## config.mk

```make
export PLATFORM = sky130hd
export DESIGN_NAME = glrb_cfg
export DESIGN_NICKNAME = d
export VERILOG_FILES = /design/src/rtl/glrb_pkg.sv /design/src/rtl/glrb_cfg.sv
export SDC_FILE = /design/constraint.sdc
export NUM_CORES = 1
export LEC_CHECK = 0
export BUFFER_PORTS_ARGS = -buffer_cell sky130_fd_sc_hd__buf_2
export CORE_UTILIZATION = 35
export DETAILED_ROUTE_END_ITERATION = 8
export HOLD_SLACK_MARGIN = 0.03
export PLACE_DENSITY = 0.73
export RECOVER_POWER = 100
export SLEW_MARGIN = 20
export SYNTH_ARGS = -nofsm -noshare
export SYNTH_HDL_FRONTEND = slang
export SYNTH_SLANG_ARGS = --single-unit
```

## constraint.sdc

```tcl
create_clock -name clk -period 1.39 [get_ports clk]
set_input_delay 0.2085 -clock clk [delete_from_list [all_inputs] [get_ports clk]]
set_output_delay 0.2085 -clock clk [all_outputs]
set_load 0.01 [all_outputs]
```

## src/rtl/glrb_pkg.sv

```systemverilog
// Shared types, constants and arithmetic helpers for the glyph run layout and bounds unit.
// Used by every module in rtl; depends on nothing else.
package glrb_pkg;

	localparam int COORD_BITS     = 32;
	localparam int FONT_UNIT_BITS = 16;
	localparam int CW             = (COORD_BITS < 32) ? COORD_BITS : 32;
	localparam int SLOT_BITS      = 16;
	localparam int SCALE_BITS     = 24;
	localparam int PW             = FONT_UNIT_BITS + SCALE_BITS + 1;

	localparam logic [SCALE_BITS-1:0] SCALE_RESET = SCALE_BITS'(65536);

	typedef logic signed [CW-1:0] coord_t;

	localparam coord_t CMAX = {1'b0, {(CW-1){1'b1}}};
	localparam coord_t CMIN = {1'b1, {(CW-1){1'b0}}};

	typedef struct packed {
		coord_t mn_x;
		coord_t mn_y;
		coord_t mx_x;
		coord_t mx_y;
	} box_t;

	// One glyph as it arrives on the input channel.
	typedef struct packed {
		logic [15:0]        glyph_id;
		logic [31:0]        offset_xy;
		logic [31:0]        advance_xy;
		logic signed [15:0] ink_min_x;
		logic signed [15:0] ink_min_y;
		logic signed [15:0] ink_max_x;
		logic signed [15:0] ink_max_y;
		logic signed [15:0] plane_min_x;
		logic signed [15:0] plane_min_y;
		logic signed [15:0] plane_max_x;
		logic signed [15:0] plane_max_y;
		logic               last_glyph;
	} raw_t;

	// Scaled to world units, not yet placed.
	typedef struct packed {
		logic [15:0] glyph_id;
		logic        last;
		coord_t      off_x;
		coord_t      off_y;
		coord_t      adv_x;
		coord_t      adv_y;
		box_t        ink;
		box_t        plane;
	} scl_t;

	// Origin and pen known; boxes still relative to the origin.
	typedef struct packed {
		logic [15:0] glyph_id;
		logic        last;
		coord_t      org_x;
		coord_t      org_y;
		coord_t      adv_x;
		coord_t      adv_y;
		coord_t      pen_x;
		coord_t      pen_y;
		box_t        ink;
		box_t        plane;
	} plc_t;

	typedef struct packed {
		logic        record_kind;
		logic [15:0] glyph_id;
		logic [63:0] origin_xy;
		logic [63:0] advance_xy;
		logic [63:0] ink_min_xy;
		logic [63:0] ink_max_xy;
		logic [63:0] plane_min_xy;
		logic [63:0] plane_max_xy;
		logic        last_result;
	} rec_t;

	function automatic coord_t sat_prod(logic signed [PW-1:0] p);
		logic [PW-CW:0] top;
		top = p[PW-1:CW-1];
		if ((&top) || !(|top)) begin
			return p[CW-1:0];
		end
		return p[PW-1] ? CMIN : CMAX;
	endfunction

	function automatic coord_t sat_sum(coord_t a, coord_t b);
		logic signed [CW:0] s;
		s = {a[CW-1], a} + {b[CW-1], b};
		if (s[CW] == s[CW-1]) begin
			return s[CW-1:0];
		end
		return s[CW] ? CMIN : CMAX;
	endfunction

	// A font unit value is the low FONT_UNIT_BITS of its slot, sign extended,
	// times the unsigned Q8.16 scale. The product is exact before saturation.
	function automatic coord_t scale_slot(logic [SLOT_BITS-1:0] slot,
	                                      logic [SCALE_BITS-1:0] s);
		logic signed [FONT_UNIT_BITS-1:0] f;
		logic signed [PW-1:0] fe;
		logic signed [PW-1:0] se;
		f  = slot[FONT_UNIT_BITS-1:0];
		fe = PW'(f);
		se = PW'({1'b0, s});
		return sat_prod(fe * se);
	endfunction

	function automatic logic [63:0] pack_xy(coord_t x, coord_t y);
		logic signed [31:0] xs;
		logic signed [31:0] ys;
		xs = x;
		ys = y;
		return {ys, xs};
	endfunction

endpackage

```

## src/rtl/glrb_cfg.sv

```systemverilog
// APB-style configuration register file: holds world_scale.
// Depends on glrb_pkg.
module glrb_cfg import glrb_pkg::*; (
	input  logic                  clk,
	input  logic                  arst_n,
	input  logic                  psel,
	input  logic                  penable,
	input  logic                  pwrite,
	input  logic [2:0]            paddr,
	input  logic [31:0]           pwdata,
	output logic [31:0]           prdata,
	output logic                  pready,
	output logic [SCALE_BITS-1:0] world_scale
);

	typedef enum logic [0:0] {
		REG_WORLD_SCALE = 1'b0
	} reg_idx_t;

	logic [SCALE_BITS-1:0] scale_q;
	reg_idx_t idx;
	logic wr;

	assign idx         = reg_idx_t'(paddr[2]);
	assign wr          = psel && penable && pwrite;
	assign pready      = 1'b1;
	assign world_scale = scale_q;

	always_ff @(posedge clk or negedge arst_n) begin
		if (!arst_n) begin
			scale_q <= SCALE_RESET;
		end else if (wr && idx == REG_WORLD_SCALE) begin
			scale_q <= pwdata[SCALE_BITS-1:0];
		end
	end

	always_comb begin
		unique case (idx)
			REG_WORLD_SCALE: prdata = 32'(scale_q);
			default:         prdata = '0;
		endcase
	end

endmodule

```

==> flow_summary.yaml <==
run_status:
  status: "complete, no violations"
clock_tree:
  clk_pin_slew_ns: 0.13
  cts_buffers: 3
  clockBufferDepth: 2
  post-cts-setup-buffers: 0
  insertion_delay_ns: 0.30
  cts-root-buf: "clkbuf_4"
  cts_tree: "done"
  htreeDepth: 1
  clock-sinks: 24
routing:
  drt_wl_total_um: 2630
  drc: 0
  drt_iter0_drc: 17
  routed_via_density: 4.36
  via_count: 928
  first_pass_iters: 2
  ant_nets: 0
  wl_per_cell_um: 12.3
critical_path:
  crit_type: "flip-flop to output port"
  cp_top_family: "flip-flops"
  cp.arrival_ns: 1.11
  slowest_delay_ns: 0.57
  cp_num_cells: 2
  worstSetupEndpointType: "output port"
  cp_max_fo: 3
  required_ns: 1.18
  startpoint_type: "flip-flop"
  r2r_cells: 1
  path_buf_inv: 1
  cp_slowest_cell: "dfstp_2"
  crit_chain: "nor2b_4 > buf_6"
global_routing:
  grt.total_usage: 0.150
  overflow: 0
  grt_pass1_wl_um: 3930
  antenna_found_initial: 0
  grt_max_degree: 25
  grt_pass1_vias: 865
layout:
  fillers: 319
  diodes: 0
  syn2layout_area_growth_pct: 37.0
  nets: 208
  drive_gt1_frac: 0.665
  largest_reg_flops: 24
power:
  power_uw: 2110
  ir_worst_vdd_mv: 0.597
  power.leakage_uw: 0.000973
  power_density_nw_per_um2: 1250
timing:
  skew_ns: 0
  worst_pin_slew_ns: 0.522
  slew_viol_final: 0
  grt_setup_unrepaired: "no"
  fin_ws_ns: 0.0715
  final-hold-violation-count: 0
  fin_crit_sh: 0.949
  setup_viol: 0
  tns_ns: 0
  min_period_ns: 1.32
  fmax_ghz: 0.758
  maxSlewHeadroom: 0.652
yosys:
  synth_compound_area_frac: 0
  ys_types: 11
  muxShareOfSynthArea: 0.281
  yosys.area_share.simple: 0.144
  synth_area_leaders: "dfrtp_1 47%, mux2_4 24%, nor2b_1 11%"
  synthesis.area_sq_um: 1230
  synth_xor_area_frac: 0
  synth_top_cell_area_share: 0.468
  yosysTopAreaCell: "dfrtp_1"
  yosys_register_bits: 24
  synth.avg_cell_area_sq_um: 14.0
  yosysSeqAreaShare: 0.490
  yosys_warnings: 0
  synth_top_family_by_area: "multiplexers"
  synthAdderAreaFrac: 0
  synth_cells: 88
placed_design:
  place_ws_ns: 0.165
  hpwl_um: 2010
  port_buffers: 77
  place.gp.congestion: 0.721
die:
  die_x_um: 61.3
  die_area_sq_um: 3750
  rows: 21
  ios: 97
  core-area_sq_um: 3340
  initial_core_util: 0.368
  die_h_um: 61.3
flow_run:
  cap_violations: 0
worst_hold_path:
  min_path_type: "primary input to flip-flop"
  min_path_cells: 2
[per-stage QoR]
stage | std cells | hold slack (ns) | util | cell area, sq um
final | 213 | 0.123 | 0.504 | 1680
after global routing | 213 | 0.0960 | 0.504 | 1680
after CTS | 213 | 0.109 | 0.500 | 1670
after detailed placement | 208 | 0.220 | 0.486 | 1620
after global placement | 208 | 0.209 | 0.486 | 1620
after floorplan | 95 | -0.0871 | - | 1250
[power by group]
| part | internal [uW] | switching (uW) | total [uW] |
|---|---|---|---|
| combinational | 451 | 326 | 777 |
| sequential | 857 | 112 | 969 |
| clock | 160 | 201 | 361 |
[worst paths after layout]
path | slack (ns) | startpoint | end
max | 0.07 | world_scale[16] | prdata[16]
min | 0.12 | pwdata[9] | world_scale[9]
max reg2reg | 0.60 | world_scale[7] | world_scale[7]
min reg2reg | 0.53 | world_scale[12] | world_scale[12]
max in group asynchronous | 0.63 | arst_n | world_scale[16]
min in group asynchronous | 0.39 | arst_n | world_scale[21]
[cell usage after synthesis (all sizes together)]
master	count
mux2	24
nand4b	1
buf	11
dfrtp	23
conb	2
dfstp	1
and2b	2
nor2b	22
clkbuf	2
[layout make-up]
cell class | instances | area (sq um) | share of cell area
sequential | 24 | 602 | 0.358
multi-input combinational | 58 | 563 | 0.335
tap | 46 | 57.6 | 0.0342
clock buffer | 4 | 36.3 | 0.0216
timing repair buffer | 81 | 424 | 0.252
[placed cells by master (no fill, tap or decap)]
cell           instances
mux2_2                 4
nor2b_1               21
conb_1                 9
clkbuf_4               3
mux2_4                20
dfstp_2                1
nor2b_4                1
buf_2                 76
buf_6                  1
clkbuf_8               1
and2b_1                2
dlygate4sd3_1          1
nand4b_4               1
buf_4                  3
dfrtp_1               23
[per-layer routing]
metal	GRT usage	vias to the layer above	wire length [um]
li1	-	424	-
met1	0.167	452	1030
met2	0.266	50	1390
met3	0.0399	2	187
met4	0.0682	0	23
met5	0	-	0
[logic make-up (layout without fill, tap and decap cells)]
kind of cell,count (synthesis),count (layout)
AND/OR/NAND/NOR,25,25
buffers and inverters,13,85
other,2,9
flip-flops,24,24
multiplexers,24,24
[what timing repair did]
| item | CTS | global route |
|---|---|---|
| hold buffers | 1 | 0 |
| endpoints found under the hold margin | 23 | 0 |
| gates resized for setup | 0 | 3 |
| setup endpoints to repair | 0 | 1 |
Note: power is estimated with default switching activity, not from simulation.
