$ cat src/rtl/glrb_pkg.sv
// Shared types, constants and arithmetic helpers for the glyph run layout and bounds unit.
// Used by every module in rtl; depends on nothing else.
package glrb_pkg;

	localparam int COORD_BITS     = 32;
	localparam int FONT_UNIT_BITS = 16;
	localparam int CW             = (COORD_BITS < 32) ? COORD_BITS : 32;
	localparam int SLOT_BITS      = 16;
	localparam int SCALE_BITS     = 24;
	localparam int PW             = FONT_UNIT_BITS + SCALE_BITS + 1;

	localparam logic [SCALE_BITS-1:0] SCALE_RESET = SCALE_BITS'(65536);

	typedef logic signed [CW-1:0] coord_t;

	localparam coord_t CMAX = {1'b0, {(CW-1){1'b1}}};
	localparam coord_t CMIN = {1'b1, {(CW-1){1'b0}}};

	typedef struct packed {
		coord_t mn_x;
		coord_t mn_y;
		coord_t mx_x;
		coord_t mx_y;
	} box_t;

	// One glyph as it arrives on the input channel.
	typedef struct packed {
		logic [15:0]        glyph_id;
		logic [31:0]        offset_xy;
		logic [31:0]        advance_xy;
		logic signed [15:0] ink_min_x;
		logic signed [15:0] ink_min_y;
		logic signed [15:0] ink_max_x;
		logic signed [15:0] ink_max_y;
		logic signed [15:0] plane_min_x;
		logic signed [15:0] plane_min_y;
		logic signed [15:0] plane_max_x;
		logic signed [15:0] plane_max_y;
		logic               last_glyph;
	} raw_t;

	// Scaled to world units, not yet placed.
	typedef struct packed {
		logic [15:0] glyph_id;
		logic        last;
		coord_t      off_x;
		coord_t      off_y;
		coord_t      adv_x;
		coord_t      adv_y;
		box_t        ink;
		box_t        plane;
	} scl_t;

	// Origin and pen known; boxes still relative to the origin.
	typedef struct packed {
		logic [15:0] glyph_id;
		logic        last;
		coord_t      org_x;
		coord_t      org_y;
		coord_t      adv_x;
		coord_t      adv_y;
		coord_t      pen_x;
		coord_t      pen_y;
		box_t        ink;
		box_t        plane;
	} plc_t;

	typedef struct packed {
		logic        record_kind;
		logic [15:0] glyph_id;
		logic [63:0] origin_xy;
		logic [63:0] advance_xy;
		logic [63:0] ink_min_xy;
		logic [63:0] ink_max_xy;
		logic [63:0] plane_min_xy;
		logic [63:0] plane_max_xy;
		logic        last_result;
	} rec_t;

	function automatic coord_t sat_prod(logic signed [PW-1:0] p);
		logic [PW-CW:0] top;
		top = p[PW-1:CW-1];
		if ((&top) || !(|top)) begin
			return p[CW-1:0];
		end
		return p[PW-1] ? CMIN : CMAX;
	endfunction

	function automatic coord_t sat_sum(coord_t a, coord_t b);
		logic signed [CW:0] s;
		s = {a[CW-1], a} + {b[CW-1], b};
		if (s[CW] == s[CW-1]) begin
			return s[CW-1:0];
		end
		return s[CW] ? CMIN : CMAX;
	endfunction

	// A font unit value is the low FONT_UNIT_BITS of its slot, sign extended,
	// times the unsigned Q8.16 scale. The product is exact before saturation.
	function automatic coord_t scale_slot(logic [SLOT_BITS-1:0] slot,
	                                      logic [SCALE_BITS-1:0] s);
		logic signed [FONT_UNIT_BITS-1:0] f;
		logic signed [PW-1:0] fe;
		logic signed [PW-1:0] se;
		f  = slot[FONT_UNIT_BITS-1:0];
		fe = PW'(f);
		se = PW'({1'b0, s});
		return sat_prod(fe * se);
	endfunction

	function automatic logic [63:0] pack_xy(coord_t x, coord_t y);
		logic signed [31:0] xs;
		logic signed [31:0] ys;
		xs = x;
		ys = y;
		return {ys, xs};
	endfunction

endpackage

$ cat src/rtl/glrb_place.sv
// Placement stages: running pen, glyph origin, then box corners in world space.
// Depends on glrb_pkg.
module glrb_place import glrb_pkg::*; (
	input  logic clk,
	input  logic arst_n,
	input  logic in_valid,
	output logic in_ready,
	input  scl_t in_data,
	output logic out_valid,
	input  logic out_ready,
	output plc_t out_data
);

	logic v_s3, v_s4;
	logic en_s3, en_s4;
	coord_t pen_x_q, pen_y_q;
	coord_t pen_x_d, pen_y_d;
	plc_t plc_s3, plc_s4;
	plc_t plc_d3, plc_d4;

	assign en_s4    = !v_s4 || out_ready;
	assign en_s3    = !v_s3 || en_s4;
	assign in_ready = en_s3;

	assign pen_x_d = sat_sum(pen_x_q, in_data.adv_x);
	assign pen_y_d = sat_sum(pen_y_q, in_data.adv_y);

	always_comb begin
		plc_d3.glyph_id = in_data.glyph_id;
		plc_d3.last     = in_data.last;
		plc_d3.org_x    = sat_sum(pen_x_q, in_data.off_x);
		plc_d3.org_y    = sat_sum(pen_y_q, in_data.off_y);
		plc_d3.adv_x    = in_data.adv_x;
		plc_d3.adv_y    = in_data.adv_y;
		plc_d3.pen_x    = pen_x_d;
		plc_d3.pen_y    = pen_y_d;
		plc_d3.ink      = in_data.ink;
		plc_d3.plane    = in_data.plane;
	end

	always_comb begin
		plc_d4            = plc_s3;
		plc_d4.ink.mn_x   = sat_sum(plc_s3.org_x, plc_s3.ink.mn_x);
		plc_d4.ink.mn_y   = sat_sum(plc_s3.org_y, plc_s3.ink.mn_y);
		plc_d4.ink.mx_x   = sat_sum(plc_s3.org_x, plc_s3.ink.mx_x);
		plc_d4.ink.mx_y   = sat_sum(plc_s3.org_y, plc_s3.ink.mx_y);
		plc_d4.plane.mn_x = sat_sum(plc_s3.org_x, plc_s3.plane.mn_x);
		plc_d4.plane.mn_y = sat_sum(plc_s3.org_y, plc_s3.plane.mn_y);
		plc_d4.plane.mx_x = sat_sum(plc_s3.org_x, plc_s3.plane.mx_x);
		plc_d4.plane.mx_y = sat_sum(plc_s3.org_y, plc_s3.plane.mx_y);
	end

	// The pen returns to the origin once the last glyph of a run has passed.
	always_ff @(posedge clk or negedge arst_n) begin
		if (!arst_n) begin
			v_s3    <= 1'b0;
			v_s4    <= 1'b0;
			pen_x_q <= '0;
			pen_y_q <= '0;
		end else begin
			if (en_s3) begin
				v_s3 <= in_valid;
			end
			if (en_s4) begin
				v_s4 <= v_s3;
			end
			if (en_s3 && in_valid) begin
				pen_x_q <= in_data.last ? '0 : pen_x_d;
				pen_y_q <= in_data.last ? '0 : pen_y_d;
			end
		end
	end

	always_ff @(posedge clk) begin
		if (en_s3 && in_valid) begin
			plc_s3 <= plc_d3;
		end
		if (en_s4 && v_s3) begin
			plc_s4 <= plc_d4;
		end
	end

	assign out_valid = v_s4;
	assign out_data  = plc_s4;

	a_pen_cleared_after_run: assert property (@(posedge clk) disable iff (!arst_n)
		(en_s3 && in_valid && in_data.last) |=> (pen_x_q == '0 && pen_y_q == '0))
		else $error("pen not cleared after the last glyph of a run");

endmodule

$ cat config.mk
export PLATFORM = sky130hd
export DESIGN_NAME = glrb_place
export DESIGN_NICKNAME = d
export VERILOG_FILES = /design/src/rtl/glrb_pkg.sv /design/src/rtl/glrb_place.sv
export SDC_FILE = /design/constraint.sdc
export NUM_CORES = 2
export LEC_CHECK = 0
export ABC_CLOCK_PERIOD_IN_PS = 10700
export BUFFER_PORTS_ARGS = -buffer_cell sky130_fd_sc_hd__buf_4
export CORE_AREA = 8 8 337 339
export DETAILED_ROUTE_END_ITERATION = 7
export DIE_AREA = 0 0 345 347
export GPL_ROUTABILITY_DRIVEN = 0
export PLACE_DENSITY_LB_ADDON = 0.1
export SYNTH_ARGS = -nofsm -noshare
export SYNTH_HDL_FRONTEND = slang
export SYNTH_SLANG_ARGS = --single-unit
$ cat constraint.sdc
create_clock -name clk -period 10.7 [get_ports clk]
set_input_delay 0.535 -clock clk [delete_from_list [all_inputs] [get_ports clk]]
set_output_delay 0.535 -clock clk [all_outputs]
set_load 0.02 [all_outputs]
==> results.tsv <==
metric	value	unit
status	completed	
ir_worst_vdd	147.6	uV
cp-end-kind	flop	
postCtsSetupBuffers	0	
ys_warn_count	0	
final_hold_viol_count	0	
hp-start	in_data[258]	
initialDrtViolationCount	3520	
clock-sinks	996	
setup_tns	0	ns
period_share	44.38	%
placed_area	60460	um^2
reg2reg_to	out_data[79]$_DFFE_PP_	
wl_per_cell	25.68	um
netlist_instances	4310	
fmax	0.2106	GHz
worst_pin_slew	1.171	ns
crit_slowest_cell	a41oi_1	
antenna_found_initial	30	
async_reset_ff_share	6.627	%
slew_headroom	21.95	%
drc	0	
layout_setup_ws	5.951	ns
min_delay_path_depth	1	
area_delta_synth_final	26.42	%
syn-cell-area	52540	um^2
synthDistinctLibCells	108	
syn-num-nets	5111	
dr.pass1.iters	6	
min_path_type	primary input to flop	
cts_tree	yes	
grt_first_pass_wirelength	258.9	mm
start_kind	flop	
hold_ws	0.05868	ns
synth_edf_count	930	
num_vias	40170	
num_io_pins	872	
finalWirelength	178.5	mm
crit_required	11.19	ns
final_area	66420	um^2
cp.buffers_inverters	1	
synth-seq-cells	996	
start_util	48.60	%
ys_seq_area_share	56.30	%
p_leak	27.03	nW
worst_ep_arrival_time	5.24	ns
setup_violations	0	
period_minus_slack	4.749	ns
die-area	119700	um^2
portBuffers	871	
critical-path-top-delay-family	compound AO/OA/AOI/OAI gates	
fp.dieH	347	um
grt.total_usage	28.55	%
finClkSkew	0.01579	ns
grt_pass1_vias	39750	
postRouteAntennaNets	0	
root_buffer	clkbuf_16	
globalRoute.totalOverflow	0	
avgViaCountPerCell	5.777	
layout.nets	6221	
powerDensity	336.7	nW/um^2
core	108100	um^2
crit_top_cell	a21oi_1	
insertion_delay	0.69	ns
grt_start_max_net_pins	177	
cts-buffers-inserted	108	
critPathKind	flop to flop	
synth_area_per_cell	12.19	um^2
cp_max_fo	24	
rsz0062_at_grt	false	
holdPathEnd	plc_d4[322]$_DFFE_PP_	
timing.rr.start	plc_d4[385]$_DFFE_PP_	
worstRegToRegCells	12	
layout-drive-gt1-share	21.05	%
drv_slew	0	
synth_ff_type	edfxtp_1	
reg2reg_slack	5.95	ns
place_worst_setup_slack	6.117	ns
clockBufferDepth	3	
slowest_delay	0.78	ns
placed_cells	6493	
cap_violations	0	
dp_hpwl	137.8	mm
row_count	121	
crit_chain	inv_1, fa_1, nand2b_1, a21oi_1, o211ai_1, o21ai_1, a21o_1, a21oi_1, nand4b_1, a41oi_1, nand2_1, a21oi_1	
clkTransAtPathRegs	0.06	ns
nFillCells	8681	
die_w	345	um
final-instance-count-excl-fill	6953	
cts_max_level	3	
==> report_power, final <==
part           total, mW  switching, mW  internal (mW)  leakage, nW
Sequential          7.23           1.11           6.12         9.71
Combinational       11.3           6.87           4.48         15.6
Clock               3.79           1.58           2.21         1.76
==> metal layers <==
| layer | vias up | global-route usage [%] | part of all wire (%) |
|---|---|---|---|
| li1 | 18810 | - | - |
| met1 | 19330 | 36.78 | 41 |
| met2 | 1669 | 45.15 | 45 |
| met3 | 335 | 8.010 | 9.3 |
| met4 | 26 | 12.45 | 4.5 |
| met5 | - | 0 | 0.091 |
==> what timing repair did <==
item,in CTS,in global routing
hold buffers,231,0
resized for setup,0,0
hold endpoints to repair,250,0
==> per-stage QoR <==
| step | utilization (%) | power (mW) |
|---|---|---|
| 3_3_place_gp | 55.94 | 18.29 |
| 5_1_grt | 61.41 | 23.63 |
| 6_report | 61.44 | 22.37 |
| 2_1_floorplan | - | 14.52 |
| 4_1_cts | 61.39 | 22.32 |
| 3_5_place_dp | 55.94 | 18.37 |
==> kinds of logic after synthesis <==
kind of cell / after synthesis / share of synthesized area (%)
compound gates: 1436 / 17.46
xor+xnor: 340 / 5.847
fa+ha+maj: 439 / 10.42
buf+inv: 237 / 1.948
flops: 996 / 56.30
mux: 6 / 0.1500
simple gates: 856 / 7.869
==> layout make-up <==
cell class	instances	area (um^2)	share of cell area [%]
Sequential cell	996	29580	44.53
Tap cell	1414	1769	2.664
Clock buffer	135	2888	4.348
Antenna cell	24	60.06	0.09042
Inverter	116	439.2	0.6612
Clock inverter	70	694.4	1.046
Multi-Input combinational cell	3077	21950	33.04
Timing Repair Buffer	1121	9044	13.62
==> synth_stat cells (11+ instances only) <==
master	count	area (um^2)
maj3_1	43	430.4
o21ai_1	69	345.3
a21oi_2	21	183.9
edfxtp_1	930	27930
nand2_1	249	934.7
clkbuf_1	64	240.2
a21boi_0	11	82.58
xnor2_1	188	1647
xor2_1	144	1261
nor2b_1	47	294.0
inv_1	116	435.4
a41oi_1	11	96.34
and2_1	19	118.9
nand2b_1	53	331.6
nor3_1	42	210.2
o21bai_1	55	412.9
nand3_1	64	320.3
o31ai_1	15	112.6
fa_1	12	240.2
and4_1	13	113.9
o21a_1	54	405.4
a21oi_1	476	2382
nor2_1	226	848.3
a211oi_1	32	240.2
a22o_1	37	324.1
buf_2	39	195.2
a31oi_1	44	275.3
ha_1	384	4805
nand4_1	49	306.5
and3_1	29	181.4
o21ai_0	258	1291
a21o_1	201	1509
o211ai_1	29	217.7
dfrtp_1	66	1652
==> cell usage in the layout (no fill, tap or decap), types with 29 or more instances in the layout <==
cell type	count
ha_1	384
o21ai_1	69
dfrtp_1	66
a211oi_1	32
o211ai_1	29
a21o_1	201
dlygate4sd3_1	231
o21ai_0	258
nor2_1	225
o21a_1	54
clkbuf_16	111
a22o_1	37
xnor2_1	188
buf_4	886
nor3_1	42
a21oi_1	476
nand4_1	49
o21bai_1	55
xor2_1	144
and3_1	29
maj3_1	43
edfxtp_1	930
nand2_1	248
inv_1	115
nand3_1	64
nand2b_1	53
a31oi_1	44
nor2b_1	47
==> state kept, by name, summed over array words and instances, names as in the netlist <==
register   count
plc_d4       209
out_valid      1
out_data     465
pen_x_q       32
pen_y_q       32
plc_s3       256
v_s3           1
==> worst max-delay path by stage <==
stage | depth (start not counted) | endpoint | start
CTS | 12 | out_data[79]$_DFFE_PP_ | plc_d4[385]$_DFFE_PP_
global route | 12 | out_data[71]$_DFFE_PP_ | plc_d4[385]$_DFFE_PP_
finish | 12 | out_data[79]$_DFFE_PP_ | plc_d4[385]$_DFFE_PP_
detailed placement | 12 | out_data[79]$_DFFE_PP_ | plc_d4[385]$_DFFE_PP_
global placement | 12 | out_data[175]$_DFFE_PP_ | plc_d4[417]$_DFFE_PP_
floorplan | 3 | plc_d4[256]$_DFFE_PP_ | out_ready
Power figures use the tool's default switching activity.
