==> src/rtl/glrb_pkg.sv <==
// Shared types, constants and arithmetic helpers for the glyph run layout and bounds unit.
// Used by every module in rtl; depends on nothing else.
package glrb_pkg;

	localparam int COORD_BITS     = 32;
	localparam int FONT_UNIT_BITS = 16;
	localparam int CW             = (COORD_BITS < 32) ? COORD_BITS : 32;
	localparam int SLOT_BITS      = 16;
	localparam int SCALE_BITS     = 24;
	localparam int PW             = FONT_UNIT_BITS + SCALE_BITS + 1;

	localparam logic [SCALE_BITS-1:0] SCALE_RESET = SCALE_BITS'(65536);

	typedef logic signed [CW-1:0] coord_t;

	localparam coord_t CMAX = {1'b0, {(CW-1){1'b1}}};
	localparam coord_t CMIN = {1'b1, {(CW-1){1'b0}}};

	typedef struct packed {
		coord_t mn_x;
		coord_t mn_y;
		coord_t mx_x;
		coord_t mx_y;
	} box_t;

	// One glyph as it arrives on the input channel.
	typedef struct packed {
		logic [15:0]        glyph_id;
		logic [31:0]        offset_xy;
		logic [31:0]        advance_xy;
		logic signed [15:0] ink_min_x;
		logic signed [15:0] ink_min_y;
		logic signed [15:0] ink_max_x;
		logic signed [15:0] ink_max_y;
		logic signed [15:0] plane_min_x;
		logic signed [15:0] plane_min_y;
		logic signed [15:0] plane_max_x;
		logic signed [15:0] plane_max_y;
		logic               last_glyph;
	} raw_t;

	// Scaled to world units, not yet placed.
	typedef struct packed {
		logic [15:0] glyph_id;
		logic        last;
		coord_t      off_x;
		coord_t      off_y;
		coord_t      adv_x;
		coord_t      adv_y;
		box_t        ink;
		box_t        plane;
	} scl_t;

	// Origin and pen known; boxes still relative to the origin.
	typedef struct packed {
		logic [15:0] glyph_id;
		logic        last;
		coord_t      org_x;
		coord_t      org_y;
		coord_t      adv_x;
		coord_t      adv_y;
		coord_t      pen_x;
		coord_t      pen_y;
		box_t        ink;
		box_t        plane;
	} plc_t;

	typedef struct packed {
		logic        record_kind;
		logic [15:0] glyph_id;
		logic [63:0] origin_xy;
		logic [63:0] advance_xy;
		logic [63:0] ink_min_xy;
		logic [63:0] ink_max_xy;
		logic [63:0] plane_min_xy;
		logic [63:0] plane_max_xy;
		logic        last_result;
	} rec_t;

	function automatic coord_t sat_prod(logic signed [PW-1:0] p);
		logic [PW-CW:0] top;
		top = p[PW-1:CW-1];
		if ((&top) || !(|top)) begin
			return p[CW-1:0];
		end
		return p[PW-1] ? CMIN : CMAX;
	endfunction

	function automatic coord_t sat_sum(coord_t a, coord_t b);
		logic signed [CW:0] s;
		s = {a[CW-1], a} + {b[CW-1], b};
		if (s[CW] == s[CW-1]) begin
			return s[CW-1:0];
		end
		return s[CW] ? CMIN : CMAX;
	endfunction

	// A font unit value is the low FONT_UNIT_BITS of its slot, sign extended,
	// times the unsigned Q8.16 scale. The product is exact before saturation.
	function automatic coord_t scale_slot(logic [SLOT_BITS-1:0] slot,
	                                      logic [SCALE_BITS-1:0] s);
		logic signed [FONT_UNIT_BITS-1:0] f;
		logic signed [PW-1:0] fe;
		logic signed [PW-1:0] se;
		f  = slot[FONT_UNIT_BITS-1:0];
		fe = PW'(f);
		se = PW'({1'b0, s});
		return sat_prod(fe * se);
	endfunction

	function automatic logic [63:0] pack_xy(coord_t x, coord_t y);
		logic signed [31:0] xs;
		logic signed [31:0] ys;
		xs = x;
		ys = y;
		return {ys, xs};
	endfunction

endpackage

==> src/rtl/glrb_bounds.sv <==
// Running ink and plane bounds, glyph record register and run summary register.
// Depends on glrb_pkg.
module glrb_bounds import glrb_pkg::*; (
	input  logic clk,
	input  logic arst_n,
	input  logic in_valid,
	output logic in_ready,
	input  plc_t in_data,
	output logic out_valid,
	input  logic out_ready,
	output rec_t out_data
);

	localparam logic KIND_GLYPH   = 1'b0;
	localparam logic KIND_SUMMARY = 1'b1;

	localparam box_t BOX_EMPTY = '{mn_x: CMAX, mn_y: CMAX, mx_x: CMIN, mx_y: CMIN};

	box_t run_ink_q, run_plane_q;
	logic ink_seen_q, plane_seen_q;
	logic out_v_q, sum_v_q;
	rec_t out_q, sum_q;

	logic load;
	logic ink_vis, plane_vis;
	logic ink_seen_d, plane_seen_d;
	box_t run_ink_d, run_plane_d;
	box_t sum_ink, sum_plane;
	rec_t glyph_rec, sum_rec;

	function automatic logic visible(box_t b);
		return (b.mx_x > b.mn_x) && (b.mx_y > b.mn_y);
	endfunction

	function automatic box_t join_box(box_t run, box_t b, logic vis);
		box_t r;
		r = run;
		if (vis) begin
			if (b.mn_x < run.mn_x) r.mn_x = b.mn_x;
			if (b.mn_y < run.mn_y) r.mn_y = b.mn_y;
			if (b.mx_x > run.mx_x) r.mx_x = b.mx_x;
			if (b.mx_y > run.mx_y) r.mx_y = b.mx_y;
		end
		return r;
	endfunction

	// A summary waits behind its glyph record, so nothing new enters while it is held.
	assign in_ready = !out_v_q || (out_ready && !sum_v_q);
	assign load     = in_valid && in_ready;

	always_comb begin
		ink_vis      = visible(in_data.ink);
		plane_vis    = visible(in_data.plane);
		ink_seen_d   = ink_seen_q || ink_vis;
		plane_seen_d = plane_seen_q || plane_vis;
		run_ink_d    = join_box(run_ink_q, in_data.ink, ink_vis);
		run_plane_d  = join_box(run_plane_q, in_data.plane, plane_vis);

		// Without visible ink the box spans the origin and the final pen.
		if (ink_seen_d) begin
			sum_ink = run_ink_d;
		end else begin
			sum_ink.mn_x = in_data.pen_x[CW-1] ? in_data.pen_x : '0;
			sum_ink.mn_y = in_data.pen_y[CW-1] ? in_data.pen_y : '0;
			sum_ink.mx_x = in_data.pen_x[CW-1] ? '0 : in_data.pen_x;
			sum_ink.mx_y = in_data.pen_y[CW-1] ? '0 : in_data.pen_y;
		end
		sum_plane = plane_seen_d ? run_plane_d : sum_ink;

		glyph_rec.record_kind  = KIND_GLYPH;
		glyph_rec.glyph_id     = in_data.glyph_id;
		glyph_rec.origin_xy    = pack_xy(in_data.org_x, in_data.org_y);
		glyph_rec.advance_xy   = pack_xy(in_data.adv_x, in_data.adv_y);
		glyph_rec.ink_min_xy   = pack_xy(in_data.ink.mn_x, in_data.ink.mn_y);
		glyph_rec.ink_max_xy   = pack_xy(in_data.ink.mx_x, in_data.ink.mx_y);
		glyph_rec.plane_min_xy = pack_xy(in_data.plane.mn_x, in_data.plane.mn_y);
		glyph_rec.plane_max_xy = pack_xy(in_data.plane.mx_x, in_data.plane.mx_y);
		glyph_rec.last_result  = !in_data.last;

		sum_rec.record_kind  = KIND_SUMMARY;
		sum_rec.glyph_id     = '0;
		sum_rec.origin_xy    = '0;
		sum_rec.advance_xy   = pack_xy(in_data.pen_x, in_data.pen_y);
		sum_rec.ink_min_xy   = pack_xy(sum_ink.mn_x, sum_ink.mn_y);
		sum_rec.ink_max_xy   = pack_xy(sum_ink.mx_x, sum_ink.mx_y);
		sum_rec.plane_min_xy = pack_xy(sum_plane.mn_x, sum_plane.mn_y);
		sum_rec.plane_max_xy = pack_xy(sum_plane.mx_x, sum_plane.mx_y);
		sum_rec.last_result  = 1'b1;
	end

	always_ff @(posedge clk or negedge arst_n) begin
		if (!arst_n) begin
			run_ink_q    <= BOX_EMPTY;
			run_plane_q  <= BOX_EMPTY;
			ink_seen_q   <= 1'b0;
			plane_seen_q <= 1'b0;
			out_v_q      <= 1'b0;
			sum_v_q      <= 1'b0;
		end else begin
			if (load) begin
				run_ink_q    <= in_data.last ? BOX_EMPTY : run_ink_d;
				run_plane_q  <= in_data.last ? BOX_EMPTY : run_plane_d;
				ink_seen_q   <= in_data.last ? 1'b0 : ink_seen_d;
				plane_seen_q <= in_data.last ? 1'b0 : plane_seen_d;
				out_v_q      <= 1'b1;
				sum_v_q      <= in_data.last;
			end else if (out_v_q && out_ready) begin
				if (sum_v_q) begin
					sum_v_q <= 1'b0;
				end else begin
					out_v_q <= 1'b0;
				end
			end
		end
	end

	always_ff @(posedge clk) begin
		if (load) begin
			out_q <= glyph_rec;
			if (in_data.last) begin
				sum_q <= sum_rec;
			end
		end else if (out_v_q && out_ready && sum_v_q) begin
			out_q <= sum_q;
		end
	end

	assign out_valid = out_v_q;
	assign out_data  = out_q;

	a_summary_behind_glyph: assert property (@(posedge clk) disable iff (!arst_n)
		sum_v_q |-> (out_v_q && out_q.record_kind == KIND_GLYPH && !out_q.last_result))
		else $error("held summary is not behind its glyph record");

	a_summary_follows_last: assert property (@(posedge clk) disable iff (!arst_n)
		(load && in_data.last) |=> (sum_v_q && sum_q.record_kind == KIND_SUMMARY))
		else $error("no summary held after the last glyph");

	a_run_flags_cleared: assert property (@(posedge clk) disable iff (!arst_n)
		(load && in_data.last) |=> (!ink_seen_q && !plane_seen_q))
		else $error("run flags not cleared at end of run");

endmodule

==> config.mk <==
export PLATFORM = sky130hd
export DESIGN_NAME = glrb_bounds
export DESIGN_NICKNAME = d
export VERILOG_FILES = /design/src/rtl/glrb_pkg.sv /design/src/rtl/glrb_bounds.sv
export SDC_FILE = /design/constraint.sdc
export NUM_CORES = 2
export LEC_CHECK = 0
export ABC_AREA = 0
export BUFFER_PORTS_ARGS = -buffer_cell sky130_fd_sc_hd__buf_2
export CAP_MARGIN = 25
export CORE_AREA = 2 2 340 342
export CTS_BUF_LIST = sky130_fd_sc_hd__clkbuf_8
export DETAILED_ROUTE_END_ITERATION = 7
export DIE_AREA = 0 0 342 344
export PLACE_DENSITY = 0.69
export SLEW_MARGIN = 25
export SYNTH_ARGS = -nofsm -noshare
export SYNTH_HDL_FRONTEND = slang
export SYNTH_SLANG_ARGS = --single-unit
==> constraint.sdc <==
create_clock -name clk -period 27.3 [get_ports clk]
set_input_delay 6.825 -clock clk [delete_from_list [all_inputs] [get_ports clk]]
set_output_delay 6.825 -clock clk [all_outputs]
set_load 0.005 [all_outputs]
==> qor.yml <==
outcome:
  status: "complete, no violations"
yosys:
  avgSynthCellArea_um2: 11.2
  syn_nets: 5339
  netlist_instances: 4490
  yosysSeqAreaShare: 0.562
  syn-cell-area_mm2: 0.0504
  synth_flop_cell: "edfxtp_1"
  synth_edf_count: 721
  synth_async_sr_flop_share: 0.265
  ys_ff_latch: 982
  synth.distinct_cells: 75
  yosys_warnings: 0
worst_setup_path:
  required_ns: 20.48
  r2r_end: "run_ink_q[42]$_DFFE_PN0P_"
  rrSetupSlack_ns: 22.15
  path_max_fanout: 45
  critical-path-max-stage-delay_ns: 0.40
  crit_type: "in -> out"
  reg2regPathDepth: 12
  crit_family: "buffers and inverters"
  slowest_stage: "buf_4"
  endpoint_kind: "output port"
  worstReg2RegStart: "run_ink_q[63]$_DFFE_PN1P_"
  cp.arrival_ns: 7.84
  cp.buffers_inverters: 4
  crit_top_cell: "buf_2"
  worstPathCellList: "buf_2, inv_1, o21ai_4, buf_4, buf_2"
  start_kind: "primary input"
global_routing:
  overflow: 0
  antenna_found_initial: 67
  grt_usage: 0.294
  grt_pass1_wl_um: 256000
  grt_pass1_vias: 39200
  grt_max_degree: 169
die:
  ios: 873
  die_area_mm2: 0.118
  core_mm2: 0.114
  die_w_um: 342
  die_h_um: 344
  start_util: 0.442
  num_rows: 124
power_and_ir_drop:
  peakVddDrop_uv: 46.2
  p_per_area_mw_per_mm2: 79.4
  p_leak_nw: 27.5
sta:
  fin_crit_ns: 14.66
  maxSlewHeadroom: 0.213
  setup_tns_ns: 0
  fmax_mhz: 68.2
  tightest_slew_ns: 1.17
  slew_viol_final: 0
  fin_skew_ns: 0.0460
  hold_ws_ns: 0.486
  period_share: 0.537
  rsz0062_at_grt: "no"
  hold_viol: 0
  setup_viol: 0
clock_tree:
  htreeDepth: 4
  cts_resized: 0
  cts_sinks: 982
  clkTransAtPathRegs_ns: 0.06
  clock_latency_ns: 0.88
  cts_tree: "built"
  post_cts_buffers: 0
  cts_hold_buf: 0
  root_buffer: "clkbuf_8"
  cts_buffers: 170
  cts_buffer_depth: 3
final_layout:
  final-seq-area_mm2: 0.0283
  drive_above_1_share: 0.262
  multi_input_area_mm2: 0.0197
  fillers: 10100
  nNetsFinal: 6194
  synthToLayoutAreaGrowth_pct: 18.7
drt:
  detail_route.wl_per_cell_um: 25.5
  ant_nets: 0
  wl_um: 180000
  num_vias: 41200
  vias_per_cell: 5.85
  firstDrtPassIters: 6
  drc_errors: 0
  drtIter0Drc: 3982
placement:
  hpwl_um: 129000
  gp_congestion: 0.960
  io_buffer_count: 872
hold_path:
  whs_path_depth: 1
  holdPathEnd: "out_data[401]$_SDFFE_PP0P_"
  hold_path.class: "reg -> reg"
  worstHoldStart: "out_data[401]$_SDFFE_PP0P_"
flow_run:
  cap_viol_max_count: 0
## how the worst max path moves through the flow
stage,start,end,depth (start not counted)
after CTS,out_ready,in_ready,5
after floorplan,out_ready,out_data[0]$_SDFFCE_PN1P_,2
final,out_ready,in_ready,5
after global placement,out_ready,in_ready,5
after detailed placement,out_ready,in_ready,5
after global routing,out_ready,in_ready,5
## kinds of logic after synthesis
kind of cell / after synthesis / share of synthesized area
compound gates: 1050 / 0.143
xor+xnor: 2 / 0.000497
fa+ha+maj: 380 / 0.0944
buf+inv: 638 / 0.0507
flops: 982 / 0.562
mux: 180 / 0.0390
simple gates: 1258 / 0.110
## cell usage in the layout (no fill, tap or decap), types with 103 or more instances in the layout
cell,instances
o22a_1,125
ha_1,380
edfxtp_1,721
buf_2,870
dfstp_2,128
a21oi_1,162
inv_1,433
nor2_1,109
nand2_1,786
clkbuf_8,184
o21ai_0,215
a31oi_1,103
dfrtp_1,132
and3_1,114
## final cells by class
class | instances | share of cell area
Antenna cell | 47 | 0.00197
Sequential cell | 982 | 0.474
Multi-Input combinational cell | 2870 | 0.329
Clock buffer | 184 | 0.0423
Tap cell | 1512 | 0.0316
Timing Repair Buffer | 933 | 0.0833
Clock inverter | 127 | 0.0140
Inverter | 388 | 0.0245
## synthesized netlist by cell type (16+ instances only)
library cell	number	area, µm²
mux2i_1	72	721
edfxtp_1	721	21700
inv_1	388	1460
nand4_1	67	419
o22a_1	125	1090
nor4_1	16	100
mux2_2	94	1060
nor3_1	72	360
a21oi_1	166	831
nand3_1	30	150
a221o_1	63	631
a22o_1	63	552
dfstp_2	128	3360
ha_1	380	4750
o22ai_1	83	519
dfrtp_1	132	3300
nand2_1	788	2960
a21o_1	99	743
nor2_1	115	432
and3_1	114	713
o21ai_0	216	1080
buf_2	29	145
buf_1	19	71.3
clkbuf_1	179	672
a31oi_1	103	644
a311oi_1	31	272
## worst reg2reg max path, stage by stage (launching register included)
cell	delay, ns
dfstp_2	0.53
inv_1	0.05
ha_1	0.38
nand4_1	0.26
nor4_1	0.96
o31ai_1	0.41
nand4_1	0.21
o211ai_1	0.25
nor2_4	0.39
buf_4	0.62
o21ai_2	0.31
buf_4	0.36
a22o_1	0.26
## report_power, final
group / switching [mW] / internal [mW]
registers: 0.104 / 1.92
logic: 0.839 / 0.528
clock network: 0.648 / 0.711
## sequential cells by signal (all words and copies together) (netlist names)
| register | count |
|---|---|
| run_ink_q | 128 |
| run_plane_q | 128 |
| sum_q | 320 |
| out_valid | 1 |
| out_data | 402 |
| sum_v_q | 1 |
| plane_seen_q | 1 |
| ink_seen_q | 1 |
## per-layer routing
layer  up-vias  track usage  wire length [µm]  part of all wire
li1      18300            -                 -                 -
met1     20100        0.369             68400              0.38
met2      2321        0.461             82600              0.46
met3       480       0.0750             17800             0.099
met4        34        0.173             10600             0.059
met5         -            0               228            0.0013
## per-stage QoR
step | util | area [µm²] | power (mW) | worst slack, ns | cells
after global placement | 0.493 | 56200 | 3.34 | 12.63 | 6678
after global routing | 0.525 | 59800 | 4.96 | 12.59 | 7031
after detailed placement | 0.494 | 56300 | 3.38 | 12.64 | 6682
after floorplan | - | 50400 | 2.92 | 8.26 | 4490
final | 0.525 | 59800 | 4.75 | 12.64 | 7043
after CTS | 0.524 | 59600 | 4.74 | 12.64 | 6993
Note: power is estimated with default switching activity, not from simulation.
